[config.mk]
export PLATFORM = sky130hd
export DESIGN_NAME = fixed_block_pool_allocator_flat
export DESIGN_NICKNAME = d
export VERILOG_FILES = /design/src/rtl/fbpa_pkg.sv /design/src/rtl/fbpa_if.sv /design/src/rtl/fixed_block_pool_allocator.sv /design/src/rtl/fbpa_cfg.sv /design/src/rtl/fbpa_div.sv /design/src/rtl/fbpa_list.sv /design/src/flat_wrapper.sv
export SDC_FILE = /design/constraint.sdc
export NUM_CORES = 2
export LEC_CHECK = 0
export ABC_AREA = 1
export BUFFER_PORTS_ARGS = -buffer_cell sky130_fd_sc_hd__buf_2
export CAP_MARGIN = 20
export CORE_MARGIN = 5
export CORE_UTILIZATION = 32
export DETAILED_ROUTE_END_ITERATION = 10
export PLACE_DENSITY = 0.57
export REMOVE_ABC_BUFFERS = 1
export SYNTH_ARGS = -nofsm -noshare
export SYNTH_HDL_FRONTEND = slang
export SYNTH_SLANG_ARGS = --single-unit
[constraint.sdc]
create_clock -name i_clk -period 27.5 [get_ports i_clk]
set_input_delay 0 -clock i_clk [delete_from_list [all_inputs] [get_ports i_clk]]
set_output_delay 0 -clock i_clk [all_outputs]
set_load 0.005 [all_outputs]
[src/rtl/fbpa_pkg.sv]
// Shared types, widths and codes of the fixed block pool allocator.
package fbpa_pkg;

    localparam int OFFSET_W   = 21;
    localparam int PAYLOAD_W  = 13;
    localparam int COUNT_W    = 9;
    localparam int ERR_W      = 3;
    localparam int STRIDE_W   = 14;
    localparam int CFG_ADDR_W = 4;
    localparam int CFG_DATA_W = 16;

    // The divider retires two quotient bits per step over a padded dividend.
    localparam int DIV_STEPS  = (OFFSET_W + 1) / 2;
    localparam int QUOT_W     = 2 * DIV_STEPS;
    localparam int DIV_CNT_W  = $clog2(DIV_STEPS + 1);

    localparam logic [PAYLOAD_W-1:0] RESET_PAYLOAD = PAYLOAD_W'(60);
    localparam int                   RESET_COUNT   = 256;

    localparam logic [CFG_ADDR_W-1:0] REG_PAYLOAD = CFG_ADDR_W'(0);
    localparam logic [CFG_ADDR_W-1:0] REG_COUNT   = CFG_ADDR_W'(1);

    typedef enum logic {
        KIND_ALLOC = 1'b0,
        KIND_FREE  = 1'b1
    } t_kind;

    typedef enum logic [ERR_W-1:0] {
        ERR_NONE      = 3'd0,
        ERR_EMPTY     = 3'd1,
        ERR_MISALIGN  = 3'd2,
        ERR_RANGE     = 3'd3,
        ERR_NOT_ALLOC = 3'd4
    } t_err;

    typedef enum logic [2:0] {
        S_IDLE,
        S_ARD,
        S_AMUL,
        S_DIV,
        S_FRD,
        S_RESP
    } t_state;

    typedef struct packed {
        logic [STRIDE_W-1:0] stride;
        logic [STRIDE_W+1:0] stride3;
        logic [COUNT_W-1:0]  count;
        logic                busy;
        logic                rebuild;
    } t_pool_cfg;

    typedef struct packed {
        logic                start;
        logic [OFFSET_W-1:0] node;
    } t_div_req;

    typedef struct packed {
        logic              busy;
        logic              rem_zero;
        logic [QUOT_W-1:0] quot;
    } t_div_res;

    typedef struct packed {
        logic                ok;
        t_err                error;
        logic [OFFSET_W-1:0] alloc_offset;
        logic [COUNT_W-1:0]  in_use;
    } t_rsp;

endpackage

[src/rtl/fbpa_if.sv]
// Handshake interfaces for the request, response and configuration channels.
interface fbpa_req_if import fbpa_pkg::*; ();
    logic                valid;
    logic                ready;
    t_kind               kind;
    logic [OFFSET_W-1:0] user_offset;

    modport source (output valid, output kind, output user_offset, input ready);
    modport sink   (input valid, input kind, input user_offset, output ready);
endinterface

interface fbpa_rsp_if import fbpa_pkg::*; ();
    logic                valid;
    logic                ready;
    logic                ok;
    t_err                error;
    logic [OFFSET_W-1:0] alloc_offset;
    logic [COUNT_W-1:0]  in_use;

    modport source (output valid, output ok, output error, output alloc_offset,
                    output in_use, input ready);
    modport sink   (input valid, input ok, input error, input alloc_offset,
                    input in_use, output ready);
endinterface

interface fbpa_cfg_if import fbpa_pkg::*; ();
    logic                  valid;
    logic                  ready;
    logic [CFG_ADDR_W-1:0] addr;
    logic [CFG_DATA_W-1:0] data;

    modport source (output valid, output addr, output data, input ready);
    modport sink   (input valid, input addr, input data, output ready);
endinterface

[src/rtl/fixed_block_pool_allocator.sv]
// Top level of the fixed block pool allocator.
//
//  channel  | dir | handshake     | payload
//  ---------+-----+---------------+--------------------------------------
//  i_cfg    | in  | valid/ready   | addr (register index), data
//  i_req    | in  | valid/ready   | kind, user_offset
//  o_rsp    | out | valid/ready   | ok, error, alloc_offset, in_use
//
// An allocate takes one link memory read, the write-back, and the stride
// multiply for the offset before its result is loaded. A head block still
// unused since the last rebuild skips the read. A successful free runs the
// radix-4 divider that turns the offset into a block index, then one
// read-modify-write of the mark and link memory. A free rejected on the divider
// result skips the read-modify-write, and one below the header is answered
// without the divider. The next item can be accepted in the cycle after a
// result is loaded, unless a payload write still holds i_req.ready low.
// Reset and configuration writes need no clearing pass: a fill count tells
// never-used blocks apart. A payload write holds i_req.ready low while the
// stride is recomputed. A stalled result sits in the output register
// while the next item is accepted and worked on.
module fixed_block_pool_allocator import fbpa_pkg::*; #(
    parameter int MAX_BLOCKS   = 256,
    parameter int HEADER_BYTES = 4,
    parameter int ALIGN_BYTES  = 4
) (
    input  logic        i_clk,
    input  logic        i_rst_n,
    fbpa_cfg_if.sink    i_cfg,
    fbpa_req_if.sink    i_req,
    fbpa_rsp_if.source  o_rsp
);

    t_pool_cfg pool;
    t_div_req  div_req;
    t_div_res  div_res;

    fbpa_cfg #(
        .MAX_BLOCKS   (MAX_BLOCKS),
        .HEADER_BYTES (HEADER_BYTES),
        .ALIGN_BYTES  (ALIGN_BYTES)
    ) u_cfg (
        .i_clk   (i_clk),
        .i_rst_n (i_rst_n),
        .i_cfg   (i_cfg),
        .o_pool  (pool)
    );

    fbpa_div u_div (
        .i_clk     (i_clk),
        .i_rst_n   (i_rst_n),
        .i_req     (div_req),
        .i_stride  (pool.stride),
        .i_stride3 (pool.stride3),
        .o_res     (div_res)
    );

    fbpa_list #(
        .MAX_BLOCKS   (MAX_BLOCKS),
        .HEADER_BYTES (HEADER_BYTES)
    ) u_list (
        .i_clk   (i_clk),
        .i_rst_n (i_rst_n),
        .i_req   (i_req),
        .o_rsp   (o_rsp),
        .i_pool  (pool),
        .o_div   (div_req),
        .i_div   (div_res)
    );

endmodule

[src/rtl/fbpa_cfg.sv]
// Configuration registers and the block stride computation.
module fbpa_cfg import fbpa_pkg::*; #(
    parameter int MAX_BLOCKS   = 256,
    parameter int HEADER_BYTES = 4,
    parameter int ALIGN_BYTES  = 4
) (
    input  logic      i_clk,
    input  logic      i_rst_n,
    fbpa_cfg_if.sink  i_cfg,
    output t_pool_cfg o_pool
);

    localparam int MAX_COUNT = (1 << COUNT_W) - 1;
    localparam int CAP       = (MAX_BLOCKS > MAX_COUNT) ? MAX_COUNT : MAX_BLOCKS;
    localparam int RST_CNT   = (RESET_COUNT > CAP) ? CAP : RESET_COUNT;

    // Ceiling reciprocal of the alignment. With STRIDE_W + 7 fraction bits the
    // truncated product equals the exact quotient for every 14-bit numerator.
    localparam int          SH      = STRIDE_W + 7;
    localparam int          RECIP_W = SH + 1;
    localparam int unsigned RECIP   = ((1 << SH) + ALIGN_BYTES - 1) / ALIGN_BYTES;
    localparam int          PROD_W  = STRIDE_W + RECIP_W;

    logic [PAYLOAD_W-1:0] r_payload;
    logic [COUNT_W-1:0]   r_count;
    logic [1:0]           r_settle;
    logic [STRIDE_W-1:0]  r_q;
    logic [STRIDE_W-1:0]  r_stride;
    logic [STRIDE_W+1:0]  r_stride3;

    logic                 wr_payload;
    logic                 wr_count;
    logic [COUNT_W-1:0]   wr_cnt_val;
    logic [STRIDE_W-1:0]  raw_up;
    logic [PROD_W-1:0]    prod;

    assign i_cfg.ready = 1'b1;
    assign wr_payload  = i_cfg.valid && (i_cfg.addr == REG_PAYLOAD);
    assign wr_count    = i_cfg.valid && (i_cfg.addr == REG_COUNT);
    assign wr_cnt_val  = (i_cfg.data[COUNT_W-1:0] > COUNT_W'(CAP)) ? COUNT_W'(CAP)
                                                                  : i_cfg.data[COUNT_W-1:0];

    always_ff @(posedge i_clk) begin
        if (!i_rst_n) begin
            r_payload <= RESET_PAYLOAD;
            r_count   <= COUNT_W'(RST_CNT);
            r_settle  <= 2'd2;
        end else begin
            if (wr_payload) begin
                r_payload <= i_cfg.data[PAYLOAD_W-1:0];
            end
            if (wr_count) begin
                r_count <= wr_cnt_val;
            end
            if (wr_payload) begin
                r_settle <= 2'd2;
            end else if (r_settle != 2'd0) begin
                r_settle <= r_settle - 2'd1;
            end
        end
    end

    assign raw_up = STRIDE_W'(r_payload) + STRIDE_W'(HEADER_BYTES + ALIGN_BYTES - 1);
    assign prod   = PROD_W'(raw_up) * PROD_W'(RECIP);

    // Two stages follow the payload register; r_settle covers their latency.
    always_ff @(posedge i_clk) begin
        r_q       <= prod[SH +: STRIDE_W];
        r_stride  <= STRIDE_W'(r_q * ALIGN_BYTES);
        r_stride3 <= (STRIDE_W + 2)'(r_q * (3 * ALIGN_BYTES));
    end

    assign o_pool.stride  = r_stride;
    assign o_pool.stride3 = r_stride3;
    assign o_pool.count   = r_count;
    assign o_pool.busy    = (r_settle != 2'd0);
    assign o_pool.rebuild = wr_payload || wr_count;

endmodule

[src/rtl/fbpa_div.sv]
// Radix-4 restoring divider: node offset by block stride, two bits per cycle.
module fbpa_div import fbpa_pkg::*; (
    input  logic                i_clk,
    input  logic                i_rst_n,
    input  t_div_req            i_req,
    input  logic [STRIDE_W-1:0] i_stride,
    input  logic [STRIDE_W+1:0] i_stride3,
    output t_div_res            o_res
);

    logic                 r_busy;
    logic [DIV_CNT_W-1:0] r_cnt;
    logic [STRIDE_W-1:0]  r_rem;
    logic [QUOT_W-1:0]    r_dvd;

    logic [STRIDE_W+1:0]  cur;
    logic [STRIDE_W+1:0]  s1;
    logic [STRIDE_W+1:0]  s2;
    logic [STRIDE_W+1:0]  sub;
    logic [1:0]           digit;

    assign s1  = {2'b00, i_stride};
    assign s2  = {1'b0, i_stride, 1'b0};
    assign cur = {r_rem, r_dvd[QUOT_W-1 -: 2]};

    always_comb begin
        if (cur >= i_stride3) begin
            digit = 2'd3;
            sub   = cur - i_stride3;
        end else if (cur >= s2) begin
            digit = 2'd2;
            sub   = cur - s2;
        end else if (cur >= s1) begin
            digit = 2'd1;
            sub   = cur - s1;
        end else begin
            digit = 2'd0;
            sub   = cur;
        end
    end

    always_ff @(posedge i_clk) begin
        if (!i_rst_n) begin
            r_busy <= 1'b0;
            r_cnt  <= '0;
        end else if (i_req.start) begin
            r_busy <= 1'b1;
            r_cnt  <= DIV_CNT_W'(DIV_STEPS);
        end else if (r_busy) begin
            r_cnt  <= r_cnt - DIV_CNT_W'(1);
            r_busy <= (r_cnt != DIV_CNT_W'(1));
        end
    end

    // Quotient bits shift in at the bottom as dividend bits leave the top.
    always_ff @(posedge i_clk) begin
        if (i_req.start) begin
            r_rem <= '0;
            r_dvd <= QUOT_W'(i_req.node);
        end else if (r_busy) begin
            r_rem <= sub[STRIDE_W-1:0];
            r_dvd <= {r_dvd[QUOT_W-3:0], digit};
        end
    end

    assign o_res.busy     = r_busy;
    assign o_res.rem_zero = (r_rem == '0);
    assign o_res.quot     = r_dvd;

endmodule

[src/rtl/fbpa_list.sv]
// Free list sequencer around the link and allocation-mark memory.
module fbpa_list import fbpa_pkg::*; #(
    parameter int MAX_BLOCKS   = 256,
    parameter int HEADER_BYTES = 4
) (
    input  logic         i_clk,
    input  logic         i_rst_n,
    fbpa_req_if.sink     i_req,
    fbpa_rsp_if.source   o_rsp,
    input  t_pool_cfg    i_pool,
    output t_div_req     o_div,
    input  t_div_res     i_div
);

    localparam int IW = $clog2(MAX_BLOCKS);
    localparam int XW = (IW > COUNT_W) ? IW : COUNT_W;
    localparam int MW = IW + 1;
    localparam int PW = IW + STRIDE_W;
    localparam int AW = (PW > OFFSET_W) ? PW : OFFSET_W;

    // Each entry holds {allocated mark, free-list successor}.
    logic [MW-1:0] mem [MAX_BLOCKS];
    logic [MW-1:0] r_rdata;

    t_state             r_state, n_state;
    logic [IW-1:0]      r_head, n_head;
    logic [COUNT_W-1:0] r_fill, n_fill;
    logic [COUNT_W-1:0] r_in_use, n_in_use;
    logic [IW-1:0]      r_blk, n_blk;
    t_rsp               r_res, n_res;
    t_rsp               r_out;
    logic               r_out_valid;

    logic               out_load;
    logic               mem_we;
    logic [IW-1:0]      mem_wa;
    logic [MW-1:0]      mem_wd;
    logic               mem_re;
    logic [IW-1:0]      mem_ra;

    logic               full;
    logic               fresh;
    logic [COUNT_W-1:0] fill_p1;
    logic [IW-1:0]      fresh_next;
    logic [AW-1:0]      aoff_sum;
    logic [IW-1:0]      q_idx;

    // Blocks at or above the fill count were never handed out since the last
    // rebuild: their link is the next index and their mark is clear, so the
    // memory needs no clearing pass.
    assign full       = (r_in_use >= i_pool.count);
    assign fresh      = (XW'(r_head) == XW'(r_fill));
    assign fill_p1    = r_fill + COUNT_W'(1);
    assign fresh_next = (fill_p1 < i_pool.count) ? IW'(fill_p1) : '0;
    assign aoff_sum   = AW'(r_blk) * AW'(i_pool.stride) + AW'(HEADER_BYTES);
    assign q_idx      = i_div.quot[IW-1:0];

    assign i_req.ready = (r_state == S_IDLE) && !i_pool.busy;

    always_comb begin
        n_state    = r_state;
        n_head     = r_head;
        n_fill     = r_fill;
        n_in_use   = r_in_use;
        n_blk      = r_blk;
        n_res      = r_res;
        out_load   = 1'b0;
        mem_we     = 1'b0;
        mem_wa     = r_blk;
        mem_wd     = {1'b1, r_rdata[IW-1:0]};
        mem_re     = 1'b0;
        mem_ra     = r_head;
        o_div.start = 1'b0;
        o_div.node  = i_req.user_offset - OFFSET_W'(HEADER_BYTES);

        case (r_state)
            S_IDLE: begin
                if (i_req.valid && i_req.ready) begin
                    if (i_req.kind == KIND_ALLOC) begin
                        if (full) begin
                            n_res   = '{ok: 1'b0, error: ERR_EMPTY, alloc_offset: '0,
                                        in_use: '0};
                            n_state = S_RESP;
                        end else if (fresh) begin
                            n_blk    = r_head;
                            n_head   = fresh_next;
                            n_fill   = fill_p1;
                            n_in_use = r_in_use + COUNT_W'(1);
                            mem_we   = 1'b1;
                            mem_wa   = r_head;
                            mem_wd   = {1'b1, {IW{1'b0}}};
                            n_state  = S_AMUL;
                        end else begin
                            n_blk   = r_head;
                            mem_re  = 1'b1;
                            mem_ra  = r_head;
                            n_state = S_ARD;
                        end
                    end else begin
                        if (i_req.user_offset < OFFSET_W'(HEADER_BYTES)) begin
                            n_res   = '{ok: 1'b0, error: ERR_MISALIGN, alloc_offset: '0,
                                        in_use: '0};
                            n_state = S_RESP;
                        end else begin
                            o_div.start = 1'b1;
                            n_state     = S_DIV;
                        end
                    end
                end
            end
            S_ARD: begin
                n_head   = r_rdata[IW-1:0];
                n_in_use = r_in_use + COUNT_W'(1);
                mem_we   = 1'b1;
                mem_wa   = r_blk;
                mem_wd   = {1'b1, r_rdata[IW-1:0]};
                n_state  = S_AMUL;
            end
            S_AMUL: begin
                n_res   = '{ok: 1'b1, error: ERR_NONE, alloc_offset: aoff_sum[OFFSET_W-1:0],
                            in_use: '0};
                n_state = S_RESP;
            end
            S_DIV: begin
                if (!i_div.busy) begin
                    if (!i_div.rem_zero) begin
                        n_res   = '{ok: 1'b0, error: ERR_MISALIGN, alloc_offset: '0,
                                    in_use: '0};
                        n_state = S_RESP;
                    end else if (i_div.quot >= QUOT_W'(i_pool.count)) begin
                        n_res   = '{ok: 1'b0, error: ERR_RANGE, alloc_offset: '0,
                                    in_use: '0};
                        n_state = S_RESP;
                    end else if (i_div.quot >= QUOT_W'(r_fill)) begin
                        n_res   = '{ok: 1'b0, error: ERR_NOT_ALLOC, alloc_offset: '0,
                                    in_use: '0};
                        n_state = S_RESP;
                    end else begin
                        n_blk   = q_idx;
                        mem_re  = 1'b1;
                        mem_ra  = q_idx;
                        n_state = S_FRD;
                    end
                end
            end
            S_FRD: begin
                if (!r_rdata[IW]) begin
                    n_res = '{ok: 1'b0, error: ERR_NOT_ALLOC, alloc_offset: '0, in_use: '0};
                end else begin
                    mem_we   = 1'b1;
                    mem_wa   = r_blk;
                    mem_wd   = {1'b0, r_head};
                    n_head   = r_blk;
                    n_in_use = r_in_use - COUNT_W'(1);
                    n_res    = '{ok: 1'b1, error: ERR_NONE, alloc_offset: '0, in_use: '0};
                end
                n_state = S_RESP;
            end
            S_RESP: begin
                // The result waits here while the output register is full and o_rsp.ready is low.
                if (!r_out_valid || o_rsp.ready) begin
                    out_load = 1'b1;
                    n_state  = S_IDLE;
                end
            end
            default: begin
                n_state = S_IDLE;
            end
        endcase

        if (i_pool.rebuild) begin
            n_head   = '0;
            n_fill   = '0;
            n_in_use = '0;
        end
    end

    always_ff @(posedge i_clk) begin
        if (!i_rst_n) begin
            r_state     <= S_IDLE;
            r_head      <= '0;
            r_fill      <= '0;
            r_in_use    <= '0;
            r_out_valid <= 1'b0;
        end else begin
            r_state  <= n_state;
            r_head   <= n_head;
            r_fill   <= n_fill;
            r_in_use <= n_in_use;
            if (out_load) begin
                r_out_valid <= 1'b1;
            end else if (o_rsp.ready) begin
                r_out_valid <= 1'b0;
            end
        end
    end

    always_ff @(posedge i_clk) begin
        r_blk <= n_blk;
        r_res <= n_res;
        if (out_load) begin
            r_out <= '{ok: r_res.ok, error: r_res.error, alloc_offset: r_res.alloc_offset,
                       in_use: r_in_use};
        end
    end

    always_ff @(posedge i_clk) begin
        if (mem_we) begin
            mem[mem_wa] <= mem_wd;
        end
    end

    always_ff @(posedge i_clk) begin
        if (mem_re) begin
            r_rdata <= mem[mem_ra];
        end
    end

    assign o_rsp.valid        = r_out_valid;
    assign o_rsp.ok           = r_out.ok;
    assign o_rsp.error        = r_out.error;
    assign o_rsp.alloc_offset = r_out.alloc_offset;
    assign o_rsp.in_use       = r_out.in_use;

endmodule

[src/flat_wrapper.sv]
// flat-port wrapper written by rule: the top's interface ports become plain ports
module fixed_block_pool_allocator_flat import fbpa_pkg::*;
#(
    parameter int MAX_BLOCKS   = 256,
    parameter int HEADER_BYTES = 4,
    parameter int ALIGN_BYTES  = 4
)
  (i_clk, i_rst_n, i_cfg_valid, i_cfg_addr, i_cfg_data, i_cfg_ready, i_req_valid, i_req_kind, i_req_user_offset, i_req_ready, o_rsp_valid, o_rsp_ok, o_rsp_error, o_rsp_alloc_offset, o_rsp_in_use, o_rsp_ready);
  fbpa_cfg_if i_cfg_i ();
  fbpa_req_if i_req_i ();
  fbpa_rsp_if o_rsp_i ();
  input  logic i_clk;
  input  logic i_rst_n;
  input wire logic [$bits(i_cfg_i.valid)-1:0] i_cfg_valid;
  input wire logic [$bits(i_cfg_i.addr)-1:0] i_cfg_addr;
  input wire logic [$bits(i_cfg_i.data)-1:0] i_cfg_data;
  output wire logic [$bits(i_cfg_i.ready)-1:0] i_cfg_ready;
  input wire logic [$bits(i_req_i.valid)-1:0] i_req_valid;
  input wire logic [$bits(i_req_i.kind)-1:0] i_req_kind;
  input wire logic [$bits(i_req_i.user_offset)-1:0] i_req_user_offset;
  output wire logic [$bits(i_req_i.ready)-1:0] i_req_ready;
  output wire logic [$bits(o_rsp_i.valid)-1:0] o_rsp_valid;
  output wire logic [$bits(o_rsp_i.ok)-1:0] o_rsp_ok;
  output wire logic [$bits(o_rsp_i.error)-1:0] o_rsp_error;
  output wire logic [$bits(o_rsp_i.alloc_offset)-1:0] o_rsp_alloc_offset;
  output wire logic [$bits(o_rsp_i.in_use)-1:0] o_rsp_in_use;
  input wire logic [$bits(o_rsp_i.ready)-1:0] o_rsp_ready;
  assign i_cfg_i.valid = i_cfg_valid;
  assign i_cfg_i.addr = i_cfg_addr;
  assign i_cfg_i.data = i_cfg_data;
  assign i_cfg_ready = i_cfg_i.ready;
  assign i_req_i.valid = i_req_valid;
  assign i_req_i.kind = i_req_kind;
  assign i_req_i.user_offset = i_req_user_offset;
  assign i_req_ready = i_req_i.ready;
  assign o_rsp_valid = o_rsp_i.valid;
  assign o_rsp_ok = o_rsp_i.ok;
  assign o_rsp_error = o_rsp_i.error;
  assign o_rsp_alloc_offset = o_rsp_i.alloc_offset;
  assign o_rsp_in_use = o_rsp_i.in_use;
  assign o_rsp_i.ready = o_rsp_ready;
  fixed_block_pool_allocator #(.MAX_BLOCKS(MAX_BLOCKS), .HEADER_BYTES(HEADER_BYTES), .ALIGN_BYTES(ALIGN_BYTES)) u_core (.i_clk(i_clk), .i_rst_n(i_rst_n), .i_cfg(i_cfg_i), .i_req(i_req_i), .o_rsp(o_rsp_i));
endmodule
# [Yosys cells after proc, flatten, opt, wreduce, memory -nomap -nowiden]
# Memory sizes are Yosys's and may differ from the RTL's. A register that Yosys moved wholly into a read port is not among the register bits.
# Index checks and enable logic that the tools add are counted.
[word_totals] regBits=200 in_bits=47 n_memories=1 ram_bits=2304 out_inout_bits=37 word_cells=194
[mem_list] name="u_core.u_list.mem" words=256 width=9 rd=1 rd_clocked_by_memory_dff=1 write_ports=1 line="fbpa_list.sv:22" text="logic [MW-1:0] mem [MAX_BLOCKS];"
[op_classes] bitwise_logic=3 reduce_logical=26 n_eq_ne=21 multipliers=2 add_sub_neg=11 n_lt_le_gt_ge=9 muxes=96
[op_table] operator="$mux W34" n=9
[op_table] operator="$mux W8" n=27
[op_table] operator="$pmux W34 S4" n=1
[op_table] operator="$mux W9" n=7
[op_table] operator="$ge A22 B9 Y1" n=2
[op_table] operator="$mux W14" n=3
[op_table] operator="$mux W21" n=2
[op_table] operator="$sub A14 B14 Y14" n=3
[op_table] operator="$mux W1" n=29
[op_table] operator="$pmux W9 S3" n=1
[op_table] operator="$pmux W8 S3" n=1
[op_table] operator="$add A21 B3 Y21 const B" n=1
[op_table] operator="$lt A21 B3 Y1 const B" n=1
[op_table] operator="$sub A21 B3 Y21 const B" n=1
[op_table] operator="$mul A8 B12 Y19" n=1
[op_table] operator="$add A9 B1 Y9 const B" n=2
[op_table] operator="$mux W3" n=6
[op_table] operator="$ne A2 B2 Y1 const B" n=9
[op_table] operator="$pmux W9 S2" n=1
[op_table] operator="$ge A16 B14 Y1" n=1
[op_table] operator="$ge A16 B15 Y1" n=1
[op_table] operator="$ge A16 B16 Y1" n=1
[op_table] operator="$pmux W8 S2" n=1
[op_table] operator="$pmux W3 S5" n=1
[op_table] operator="37 further kinds" n=56

# [Depth between registers and ports, before layout]
[logic_depth] ltp_word=8 ltp_mapped=29

# [By module]
# Synthesis repeated with hierarchy kept, for this count alone.
[unflattened] hier_cells=11745 area_unflattened_um2=117243.7
[by_module_without_submodules] mod="fbpa_list" area_per_inst_um2=110175.7 seq_area_each_um2=72069.1 cells_each=10747 instances=1
[by_module_without_submodules] mod="fbpa_div" area_per_inst_um2=4448.0 seq_area_each_um2=1031.0 cells_each=670 instances=1
[by_module_without_submodules] mod="fbpa_cfg" area_per_inst_um2=2620.0 seq_area_each_um2=1221.2 cells_each=328 instances=1

# [Worst setup path after synthesis]
# No wires, ideal clock.
[synth_path] kind="reg2reg" from="reg u_core.u_cfg.r_count[6]" to="mem u_core.u_list.mem[0][0] in the netlist's numbering, data pin" required_time_ps=24133 path_stages_with_launch=13 t_arrival_ps=17667 path_buffers=1 setup_slack_ps=6466 setup_time_ps=3367 cell_sequence="dfxtp_1 > inv_1 > ha_1 > nand2_1 > nor2_1 > nand3b_1 > o2111a_1 > o31ai_1 > nor2_1 > nand2_1 > nor2_2 > buf_2 > o311ai_0"
[synth_between] elab_chain_cells=5
[synth_rtl] item="from (decl)" line="fbpa_cfg.sv:25" text="logic [COUNT_W-1:0] r_count;"
[synth_rtl] item="from (signal assigned)" line="fbpa_cfg.sv:46" text="r_count <= COUNT_W'(RST_CNT);"
[synth_rtl] item="from (signal assigned)" line="fbpa_cfg.sv:53" text="r_count <= wr_cnt_val;"
[synth_rtl] item="$ge A9 B9 Y1" line="fbpa_list.sv:51" text="assign full = (r_in_use >= i_pool.count);"
[synth_rtl] item="$mux W8" line="fbpa_list.sv:80" text="if (full) begin"
[synth_rtl] item="$mux W8" line="fbpa_list.sv:79" text="if (i_req.kind == KIND_ALLOC) begin"
[synth_rtl] item="$mux W8" line="fbpa_list.sv:78" text="if (i_req.valid && i_req.ready) begin"
[synth_rtl] item="$pmux W9 S2" line="fbpa_list.sv:76" text="case (r_state)"
[synth_rtl] item="via u_core.u_list.mem_wd[0]" line="fbpa_list.sv:37" text="logic [MW-1:0] mem_wd;"
[synth_rtl] item="to (decl)" line="fbpa_list.sv:22"
# The timed path passes the listed nets, and every way through them passes these cells.

# [Worst setup path after layout]
[layout_path] from="reg u_core.u_div.r_dvd[2]" to="reg u_core.u_list.r_rdata[3], read port of u_core.u_list.mem, data pin"
[layout_between] elab_chain_cells=6 word_cells_on_any_way=12
[layout_rtl] item="from (decl)" line="fbpa_div.sv:14" text="logic [QUOT_W-1:0] r_dvd;"
[layout_rtl] item="from (signal assigned)" line="fbpa_div.sv:59" text="r_dvd <= QUOT_W'(i_req.node);"
[layout_rtl] item="from (signal assigned)" line="fbpa_div.sv:62" text="r_dvd <= {r_dvd[QUOT_W-3:0], digit};"
[layout_rtl] item="$ge A22 B9 Y1" line="fbpa_list.sv:134" text="end else if (i_div.quot >= QUOT_W'(r_fill)) begin"
[layout_rtl] item="$mux W1 / $mux W8 (equally long branches)" line="fbpa_list.sv:134"
[layout_rtl] item="$mux W1 / $mux W8 (equally long branches)" line="fbpa_list.sv:130" text="end else if (i_div.quot >= QUOT_W'(i_pool.count)) begin"
[layout_rtl] item="$mux W1 / $mux W8 (equally long branches)" line="fbpa_list.sv:126" text="if (!i_div.rem_zero) begin"
[layout_rtl] item="$mux W1 / $mux W8 (equally long branches)" line="fbpa_list.sv:125" text="if (!i_div.busy) begin"
[layout_rtl] item="$pmux W1 S2 / $mux W8 (equally long branches)"
[layout_rtl] item="to (decl)" line="fbpa_list.sv:23" text="logic [MW-1:0] r_rdata;"
# Parallel ways exist; a longest one is shown, timed or not.
# A chain may end at the register's enable or synchronous reset.

==> flow_summary.ini <==
[final_layout]
syn_to_final_growth_pct = 11.8
fin_cells = 16414
drive_gt1_share_pct = 5.31
final_nets = 11694
multiInputGateArea_mm2 = 0.0307
layout_common_cells = nand2_1, edfxtp_1, inv_1
nFillCells = 35405
layout_commonest_cell = nand2_1
seq_area_mm2 = 0.0742
final_core_util_pct = 35.9

[worst_setup_path]
ff2ff_path_depth = 26
crit_slowest_cell = buf_4
arrival_ps = 9230
critPathMaxStageDelay_ps = 800
crit_buf_inv = 7
path_class = register to register
cp_max_fo = 130
critPathLaunchType = register
cpLargestDelayFamily = buffers and inverters
cp-end-kind = register
crit_top_cell = nand3_1
cp.depth = 26
crit_required_ps = 28090

[floorplanning]
start_util_pct = 32.1
die_area_mm2 = 0.371
die_x_um = 609
die_h_um = 609
pin_count = 84
fp-row-count = 220
core-area_mm2 = 0.358

[min_path]
holdPathStages = 4
hp-class = input pin to register

[placement]
hpwl_um = 179000
dp_slack_ps = 18880
dp_cells = 15872
portBuffers = 77
finalWeightedCongestion = 0.854

[power]
irDropWorstVdd_v = 0.0000957
power_uw = 12900
p_leak_uw = 0.0528
p_per_area_mw_per_mm2 = 100

[grt]
grt-ovfl-total = 0
grt_pass1_wl_um = 463000
grt_max_degree = 187
grt_usage_pct = 16.2
grt_pass1_vias = 71961
antenna_found_initial = 0

[timing]
setup_tns_ps = 0
hold_violations = 0
max_freq_mhz = 116
fin_crit_ps = 8640
clock_skew_ps = 29.4
finalSetupViolations = 0
slew_violations = 0
rsz0062_at_grt = no
relSlewSlack_pct = 17.0
worst_slack_ps = 18860
period_share_pct = 31.4
worst_pin_slew_ps = 1230

[routing]
vias_per_cell = 4.71
met1Wirelength_um = 136000
wl_met2_um = 143000
first_pass_iters = 6
wl_per_cell_um = 18.9
drtAntennaViolNets = 0
vias = 77386
highest_layer = met4
routed_wirelength_um = 311000
wl_met3_um = 20100
drc_errors = 0
drt_iter0_drc = 6769

[yosys]
synthArstFlopShare_pct = 0
ys.flop_type = edfxtp_1
ys_warn_count = 0
synth.distinct_cells = 64
yosysSeqAreaShare_pct = 64.5
synth_seq_cells = 2508
synthesis.instances = 11462
synth-edff-count = 2397
syn_avg_cell_area_um2 = 10.0
syn_area_mm2 = 0.115

[flow_run]
cap_violations = 0

[cts]
clock_sinks = 2508
cts_resized = 0
insertion_delay_ps = 910
cts-hold-fix-buffers = 96
clockBufferDepth = 4
cts_tree = yes
cts_setup_buffers = 0
cts-root-buf = clkbuf_16
clk_pin_slew_ps = 60
htree_levels = 4
cts_made_buffers = 246

[status]
status = finished, final reports clean
power breakdown:
part	switching, µW	total, µW	internal, µW
clock network	1430	3250	1820
registers	95.3	4920	4830
logic	3630	4740	1120
worst reg2reg max path, stage by stage, from the launching register on:
cell and delay (ps):
edfxtp_1 540, ha_1 370, nand2_1 50, nor2_1 80, nand2_1 60, inv_1 40
nor2_1 30, nor2_1 260, nor2_8 120, nand3_2 340, nand2_4 130, nand2_8 420
buf_4 880, buf_4 590, buf_12 480, buf_4 1000, buf_4 780, buf_4 770
nand2_1 130, nand3_1 110, nand3_1 100, nand3_1 140, nand3_1 190, nand3_1 280
nand3_1 160, nand3_1 130, nand2_1 160
final timing paths:
check                        startpoint                       end  slack [ps]
setup / recovery  u_core.u_div.r_dvd[2]  u_core.u_list.r_rdata[3]       18860
hold / removal            i_cfg_data[8]   u_core.u_cfg.r_count[8]          30
setup reg to reg  u_core.u_div.r_dvd[2]  u_core.u_list.r_rdata[3]       18860
hold reg to reg     u_core.u_cfg.r_q[0]  u_core.u_cfg.r_stride[2]         360
per-layer routing:
| layer | global-route usage, % | up-vias |
|---|---|---|
| met2 | 26.0 | 2404 |
| met3 | 2.22 | 553 |
| li1 | - | 37456 |
| met5 | 0 | - |
| met1 | 22.3 | 36973 |
| met4 | 6.10 | 0 |
metrics by stage:
stage,cell area [µm²],hold slack (ps)
floorplan,112000,84.1
global placement,120000,229
detailed placement,120000,230
CTS,129000,3.57
global route,129000,49.5
finish,129000,31.2
kinds of logic (layout without fill, tap and decap cells):
| logic type | Yosys count | count (layout) | share of synthesized area [%] |
|---|---|---|---|
| other | 2 | 4 | 0.00653 |
| AND/OR/NAND/NOR | 5603 | 5603 | 20.7 |
| adder cells (fa/ha/maj) | 200 | 200 | 2.59 |
| AO/OA/AOI/OAI | 482 | 482 | 2.60 |
| buffers and inverters | 2582 | 2759 | 8.96 |
| XOR/XNOR | 85 | 85 | 0.647 |
| flip-flops | 2508 | 2508 | 64.5 |
Yosys cell counts, types with 5 or more instances:
cell type | number | area, µm²
buf_4 | 20 | 150
buf_6 | 6 | 67.6
a21oi_1 | 145 | 726
nor3_1 | 34 | 170
edfxtp_1 | 2397 | 72000
nor2_4 | 5 | 56.3
inv_1 | 1981 | 7440
a31oi_1 | 11 | 68.8
buf_2 | 383 | 1920
a211oi_1 | 15 | 113
o21bai_1 | 5 | 37.5
o22ai_1 | 8 | 50.1
nor4_1 | 9 | 56.3
o31ai_1 | 5 | 37.5
nand2_1 | 3135 | 11800
o21ai_0 | 115 | 576
ha_1 | 136 | 1700
xor2_1 | 56 | 490
dfxtp_1 | 111 | 2220
o211ai_1 | 120 | 901
inv_2 | 10 | 37.5
xnor2_1 | 29 | 254
nand3_1 | 1979 | 9900
buf_1 | 26 | 97.6
a22oi_1 | 13 | 97.6
nor2_1 | 406 | 1520
clkbuf_1 | 147 | 552
clkinv_1 | 7 | 26.3
nand4_1 | 11 | 68.8
o21ai_1 | 8 | 40.0
o311ai_0 | 7 | 61.3
fa_1 | 64 | 1280
registers in the layout, summed over array words and instances (netlist names), 12 cells and up:
signal,cells
u_core.u_list.o_rsp.alloc_offset,19
u_core.u_list.mem,2304
u_core.u_cfg.r_stride,12
u_core.u_div.r_dvd,22
u_core.u_list.r_res,23
u_core.u_div.r_rem,14
u_core.u_cfg.r_q,12
u_core.u_cfg.r_payload,13
u_core.u_cfg.r_stride3,13
cell type report:
cell class,instances,share of cell area [%]
multi-input combinational,6373,23.9
antenna,1,0.00195
tap,4773,4.65
sequential,2508,57.7
inverter,2000,5.85
clock inverter,122,0.795
timing repair buffer,318,2.04
clock buffer,319,5.07
(Power assumes the default switching activity.)
